==> config.mk <==
export PLATFORM = sky130hd
export DESIGN_NAME = tics_sqrt
export DESIGN_NICKNAME = d
export VERILOG_FILES = /design/src/rtl/core/tics_pkg.sv /design/src/rtl/core/tics_sqrt.sv
export SDC_FILE = /design/constraint.sdc
export NUM_CORES = 2
export LEC_CHECK = 0
export CORE_ASPECT_RATIO = 0.9
export CORE_MARGIN = 2
export CORE_UTILIZATION = 60
export DETAILED_ROUTE_END_ITERATION = 8
export DONT_BUFFER_PORTS = 1
export PLACE_DENSITY = 0.76
export SYNTH_ARGS = -nofsm -noshare
export SYNTH_HDL_FRONTEND = slang
export SYNTH_SLANG_ARGS = --single-unit
export TNS_END_PERCENT = 10
==> constraint.sdc <==
create_clock -name clk -period 9.5 [get_ports clk]
set_input_delay 0.95 -clock clk [delete_from_list [all_inputs] [get_ports clk]]
set_output_delay 0.95 -clock clk [all_outputs]
set_load 0.005 [all_outputs]
==> src/rtl/core/tics_pkg.sv <==
package tics_pkg;

    localparam int TABLE_DEPTH = 4096;
    localparam int IDX_W       = $clog2(TABLE_DEPTH);

    typedef enum logic [1:0] {
        OP_LOAD   = 2'd0,
        OP_SAMPLE = 2'd1,
        OP_INTERP = 2'd2
    } opcode_t;

    typedef enum logic [2:0] {
        STAT_OK    = 3'd0,
        STAT_EMPTY = 3'd1,
        STAT_FULL  = 3'd2,
        STAT_ORDER = 3'd3,
        STAT_NEG   = 3'd4
    } stat_t;

    typedef enum logic [4:0] {
        S_IDLE,
        S_BLD_PAD,
        S_BLD_FIRST,
        S_SCAN_RD,
        S_SCAN_CHK,
        S_SCAN_ACC,
        S_SRCH_RD,
        S_SRCH_CMP,
        S_RNG_RD,
        S_RNG_LO,
        S_RNG_HI,
        S_RNG_MUL,
        S_RNG_SUM,
        S_BIN_RDA,
        S_BIN_A,
        S_BIN_B,
        S_BIN_SQ,
        S_BIN_GO,
        S_LIN_WAIT,
        S_QMD_WAIT,
        S_SQRT_WAIT,
        S_DIV_WAIT,
        S_FIN_A,
        S_FIN_B,
        S_INT_RDA,
        S_INT_A,
        S_INT_B,
        S_INT_MUL,
        S_INT_GO,
        S_INT_WAIT
    } fsm_t;

    typedef enum logic [1:0] {
        M_EMIN,
        M_EMAX,
        M_CUM,
        M_INT
    } search_mode_t;

    typedef enum logic [1:0] {
        MD_IDLE,
        MD_MUL,
        MD_DIV
    } md_state_t;

    typedef enum logic [1:0] {
        SQ_IDLE,
        SQ_RUN,
        SQ_SQR,
        SQ_FIX
    } sq_state_t;

    typedef struct packed {
        logic        done;
        logic [63:0] quot;
        logic        inexact;
    } md_res_t;

    typedef struct packed {
        logic        done;
        logic [32:0] root;
    } sq_res_t;

endpackage

==> src/rtl/core/tics_sqrt.sv <==
// Ceiling square root of a 64-bit value: 32 bit-pair steps, then one
// squaring to round up.
module tics_sqrt
    import tics_pkg::*;
(
    input  logic        clk,
    input  logic        rst_n,
    input  logic        start,
    input  logic [63:0] v,
    output sq_res_t     res
);

    sq_state_t   state_reg, state_next;
    logic [63:0] v_reg, v_next;
    logic [63:0] x_reg, x_next;
    logic [63:0] res_reg, res_next;
    logic [63:0] bit_reg, bit_next;
    logic [4:0]  step_reg, step_next;
    logic [63:0] sq_reg, sq_next;
    logic [32:0] root_reg, root_next;
    logic        done_reg, done_next;

    logic [63:0] trial;

    assign trial = res_reg + bit_reg;

    always_ff @(posedge clk or negedge rst_n)
    begin
        if (!rst_n)
        begin
            state_reg <= SQ_IDLE;
            done_reg  <= 1'b0;
        end
        else
        begin
            state_reg <= state_next;
            done_reg  <= done_next;
        end
    end

    always_ff @(posedge clk)
    begin
        v_reg    <= v_next;
        x_reg    <= x_next;
        res_reg  <= res_next;
        bit_reg  <= bit_next;
        step_reg <= step_next;
        sq_reg   <= sq_next;
        root_reg <= root_next;
    end

    always_comb
    begin
        state_next = state_reg;
        v_next     = v_reg;
        x_next     = x_reg;
        res_next   = res_reg;
        bit_next   = bit_reg;
        step_next  = step_reg;
        sq_next    = sq_reg;
        root_next  = root_reg;
        done_next  = 1'b0;
        case (state_reg)
            SQ_IDLE:
            begin
                if (start)
                begin
                    v_next     = v;
                    x_next     = v;
                    res_next   = '0;
                    bit_next   = 64'h4000_0000_0000_0000;
                    step_next  = '0;
                    state_next = SQ_RUN;
                end
            end
            SQ_RUN:
            begin
                if (x_reg >= trial)
                begin
                    x_next   = x_reg - trial;
                    res_next = (res_reg >> 1) + bit_reg;
                end
                else
                begin
                    res_next = res_reg >> 1;
                end
                bit_next = bit_reg >> 2;
                if (step_reg == 5'd31)
                begin
                    state_next = SQ_SQR;
                end
                else
                begin
                    step_next = step_reg + 5'd1;
                end
            end
            SQ_SQR:
            begin
                sq_next    = {32'd0, res_reg[31:0]} * {32'd0, res_reg[31:0]};
                state_next = SQ_FIX;
            end
            SQ_FIX:
            begin
                if (sq_reg < v_reg)
                begin
                    root_next = {1'b0, res_reg[31:0]} + 33'd1;
                end
                else
                begin
                    root_next = {1'b0, res_reg[31:0]};
                end
                done_next  = 1'b1;
                state_next = SQ_IDLE;
            end
            default:
            begin
                state_next = SQ_IDLE;
            end
        endcase
    end

    assign res.done = done_reg;
    assign res.root = root_reg;

endmodule

== Word level (Yosys, flattened, before mapping) ==
Cells that the tools add are included.
Widths: inputs -> output; s select.

* Register bits after elaboration: 361
* Latch bits: 0
* Memory bits (writable): 0
* ROM bits: 0
* Input port bits: 67
* Word-level logic and storage cells: 49
* Memories: 0

* Add/sub/neg operators: 5
* Multiply operators: 1
* Div/mod/pow operators: 0
* Order comparisons: 2
* Equality and inequality tests: 8
* Shifts and indexed selects: 0
* Multiplexer cells: 16
* Bitwise logic cells: 0
* Reduce and logical (&&, ||, !) cells: 7

{| class="wikitable"
|+ Operator list
! kind !! number
|-
| $pmux 64 s2 || 3
|-
| $mux 64 || 5
|-
| $add 63x64->64 || 1
|-
| $add 64x64->64 || 1
|-
| $ge 64x64->1 || 1
|-
| $lt 64x64->1 || 1
|-
| $mul 32x32->64 || 1
|-
| $sub 64x64->64 || 1
|-
| $add 32x1->33 const B || 1
|-
| $mux 32 || 1
|-
| $mux 5 || 2
|-
| $pmux 5 s2 || 1
|-
| $ne 2x2->1 const B || 4
|-
| $pmux 2 s4 || 1
|-
| $reduce_and 2->1 || 3
|-
| $reduce_and 3->1 || 2
|-
| $add 5x1->5 const B || 1
|-
| $eq 5x5->1 const B || 1
|-
| $eq 2x2->1 const B || 2
|-
| $mux 2 || 2
|-
| $eq 2x1->1 const B || 1
|-
| $logic_not 2->1 || 1
|-
| $reduce_bool 2->1 || 1
|-
| $mux 1 || 1
|}

== Longest topological paths before layout ==
* Word-level depth: 4
* Gate-level depth with buffers: 32
* Gate-level depth less buffers: 30

== Worst setup path before layout ==
No wires, ideal clock.

* Path type: flip-flop to flip-flop
* From: reg res_reg[2]
* To: reg x_reg[0], enable pin
* Setup time: 0.507 ns
* Data arrival time: 7.956 ns
* Slack: 1.037 ns
* Cell stages (with the launch flop): 23
* Buffers on the path: 3
* Path through: edfxtp_1 -> ha_1 -> a31oi_1 -> a211oi_2 -> a22oi_2 -> a2111oi_2 -> nor3_1 -> o41a_1 -> o21bai_2 -> and3_1 -> nor2_1 -> xor2_1 -> ha_1 -> clkbuf_1 -> and3_1 -> nand3_1 -> or2_2 -> a21oi_1 -> o31ai_1 -> a21o_1 -> buf_4 -> buf_2 -> a21oi_1

* Longest elaborated chain between the ends: 4

{| class="wikitable"
|+ Ends and longest elaborated chain
! what !! line !! text
|-
| start, declared || tics_sqrt.sv:16 || <nowiki>logic [63:0] res_reg, res_next;</nowiki>
|-
| start signal, assigned || tics_sqrt.sv:45 || <nowiki>res_reg <= res_next;</nowiki>
|-
| $add 64x64->64 || tics_sqrt.sv:25 || <nowiki>assign trial = res_reg + bit_reg;</nowiki>
|-
| $ge 64x64->1 || tics_sqrt.sv:78 || <nowiki>if (x_reg >= trial)</nowiki>
|-
| $ne 2x2->1 (no source line) || - ||
|-
| $reduce_and 3->1 (no source line) || - ||
|-
| end signal, assigned || tics_sqrt.sv:44 || <nowiki>x_reg <= x_next;</nowiki>
|-
| end, declared || tics_sqrt.sv:15 || <nowiki>logic [63:0] x_reg, x_next;</nowiki>
|}

Every way passes these cells.
A chain may end at the register's enable or synchronous reset.

== Worst setup path in the final report ==
* From: reg res_reg[20]
* To: reg sq_reg[58], data pin

* Longest elaborated chain between the ends: 1

{| class="wikitable"
|+ Ends and longest elaborated chain
! what !! line !! text
|-
| $mul 32x32->64 || tics_sqrt.sv:99 || <nowiki>sq_next = {32'd0, res_reg[31:0]} * {32'd0, res_reg[31:0]};</nowiki>
|-
| end signal, assigned || tics_sqrt.sv:48 || <nowiki>sq_reg <= sq_next;</nowiki>
|-
| end, declared || tics_sqrt.sv:19 || <nowiki>logic [63:0] sq_reg, sq_next;</nowiki>
|}

Every way passes these cells.

==> out/qor.tcl <==
set qor(regToRegStartpoint) {res_reg[20]$_SDFFCE_PN0P_}
set qor(yosys.cell_types.count) 105
set qor(synth_edf_count) 325
set qor(fillCellCount) 6862
set qor(async_flop_share_pct) 0.915
set qor(drtIter0Drc) 3504
set qor(grt_antenna_before_repair) 2
set qor(detailroute.via_count) 38700
set qor(slew_headroom_pct) 15.5
set qor(cp.required_ns) 9.85
set qor(critical_path.slowest_cell) {sky130_fd_sc_hd__edfxtp_1}
set qor(route.detailed.vias_per_inst) 6.01
set qor(setup.reg_to_reg.worst_slack_ns) 0.31
set qor(setup_tns_ns) 0
set qor(cell_class_contributing_the_biggest_share_of_worst_path_delay) {adder cells}
set qor(grt_start_max_net_pins) 68
set qor(clk_pin_slew_ns) 0.06
set qor(synth.cell_area_mm2) 0.0517
set qor(cp_startpoint) {res_reg[20]$_SDFFCE_PN0P_}
set qor(layout.cells.most_common) {sky130_fd_sc_hd__inv_1}
set qor(timing.critical_path.arrival_ns) 9.54
set qor(cp.buffers_inverters) 6
set qor(synthesis.area_per_instance_um2) 9.66
set qor(area_growth_syn_to_layout_pct) 5.17
set qor(global_route_wire_length_before_repair_um) 228000
set qor(cts-resized-gates) 0
set qor(gp_routability_congestion) 0.974
set qor(syn_nets) 6705
set qor(cp-end-kind) {register}
set qor(setup_bufs_post_cts) 0
set qor(finish.net_count) 6617
set qor(global_route_total_overflow) 0
set qor(netlist_instances) 5348
set qor(synth_ff_type) {sky130_fd_sc_hd__edfxtp_1}
set qor(fin_crit_sh_pct) 96.8
set qor(cts_tree) {built}
set qor(cp-start-kind) {register}
set qor(grt_setup_unrepaired) {no}
set qor(yosys_warnings) 0
set qor(fraction_of_final_layout_cells_with_drive_strength_greater_than_1_pct) 5.42
set qor(final_wl_um) 145000
set qor(synth.yosys.seq_area_share_pct) 19.0
set qor(drt-pass1-iter-count) 7
set qor(io_buffer_count) 0
set qor(cp_max_fo) 18
set qor(core_region_area_mm2) 0.0856
set qor(post-dp-hpwl_um) 116000
set qor(h_tree_depth) 2
set qor(timing.setup.critical_path_class) {register to register}
set qor(timing.final.crit_period_ns) 9.19
set qor(final_hold_viol_count) 0
set qor(first_global_vias) 40300
set qor(drtAntennaViolNets) 0
set qor(max_freq_mhz) 109
set qor(setup_viol_count_final) 0
set qor(ctsLongestPathBuffers) 3
set qor(cts.hold.buffers_added) 0
set qor(timing_worst_slew_pin_value_ns) 1.26
set qor(synth-seq-cells) 328
set qor(worstSkewPairLatency_ns) 0.63
set qor(initial_utilization_pct) 60.3
set qor(rows) 102
set qor(cts_buffers) 41
set qor(route.detailed.drc) 0
set qor(min_path_type) {primary input to asynchronous set/reset pin}
set qor(timing_max_transition_violations_final) 0
set qor(cts-root-buf) {sky130_fd_sc_hd__clkbuf_16}
set qor(maxCapViolations) 0
set qor(gr-usage-all-layers_pct) 33.6
set qor(boundaryPins) 101
set qor(outcome) {finished, final reports clean}
set qor(wire_per_inst_um) 22.5
set qor(cts.sink_count) 328
set qor(crit_path_frequent_cell) {sky130_fd_sc_hd__fa_1}
set qor(worst_path_largest_cell_delay_ns) 1.05
set qor(floorplan.die_area_mm2) 0.0885
set qor(die-height_um) 282
set qor(final.setup_skew_ns) 0.0394
set qor(x_dimension_of_the_die_um) 313
set qor(most-common-layout-cells) {sky130_fd_sc_hd__inv_1, sky130_fd_sc_hd__fa_1, sky130_fd_sc_hd__ha_1}
[Yosys cell counts (all sizes together), types with 41 or more instances]
cell / count / area (um^2)
inv: 1072 / 4020
fa: 792 / 15900
ha: 498 / 6230
nand2: 458 / 1720
edfxtp: 325 / 9760
and2: 258 / 1620
a21oi: 250 / 1260
clkbuf: 182 / 684
nor2: 180 / 676
o21ai: 169 / 853
xnor2: 159 / 1390
xor2: 121 / 1060
a21o: 108 / 813
a31oi: 77 / 494
nand3: 76 / 380
nand4: 72 / 450
mux2: 51 / 574
o21bai: 41 / 315
[cell families after synthesis]
group / count (synthesis) / synth area share, %
buf+inv: 1290 / 9.45
fa+ha+maj: 1290 / 42.7
simple gates: 1243 / 11.9
compound gates: 861 / 10.9
flops: 328 / 19.0
xor+xnor: 280 / 4.75
mux: 56 / 1.21
[path summary, 6_finish.rpt]
path                                            endpoint  cells past startpoint
worst max-delay path                sq_reg[58]$_DFFE_PP_                     26
worst max register to register      sq_reg[58]$_DFFE_PP_                     26
worst min-delay path                  done_reg$_DFF_PN0_                      0
min in group clk                     v_reg[39]$_DFFE_PP_                      0
worst min register to register  state_reg[1]$_DFFE_PN0P_                      1
max in group asynchronous       state_reg[0]$_DFFE_PN0P_                      0
[routing by layer]
layer / up-vias / GRT usage, % / part of all wire (%)
met5: - / 0 / 0
met4: 0 / 15.1 / 5.2
met3: 392 / 5.39 / 9.1
met2: 1847 / 54.4 / 46
met1: 19200 / 45.1 / 40
li1: 17200 / - / -
[through the flow]
stage               util [%]  hold slack, ns  cells  instance area [um^2]  setup WS, ns
detailed placement      61.9           0.572   6361                 53000         0.534
global placement        61.9           0.566   6361                 53000         0.620
finish                  63.5          0.0317   6440                 54300         0.308
global route            63.5          0.0220   6438                 54300        0.0408
CTS                     63.5         0.00953   6436                 54300         0.470
floorplan                  -           0.520   5348                 51700          1.04
[cell type report]
type	count	area [um^2]	share of cell area, %
Clock buffer	46	1070	1.96
Multi-Input combinational cell	3730	37000	68.1
Timing Repair Buffer	85	688	1.27
Antenna cell	4	10.0	0.0184
Clock inverter	29	278	0.511
Inverter	1074	4030	7.42
Tap cell	1144	1430	2.63
Sequential cell	328	9830	18.1
Power is not shown: default switching activity piles up to over one toggle a cycle in this logic, so the estimate is an artifact.
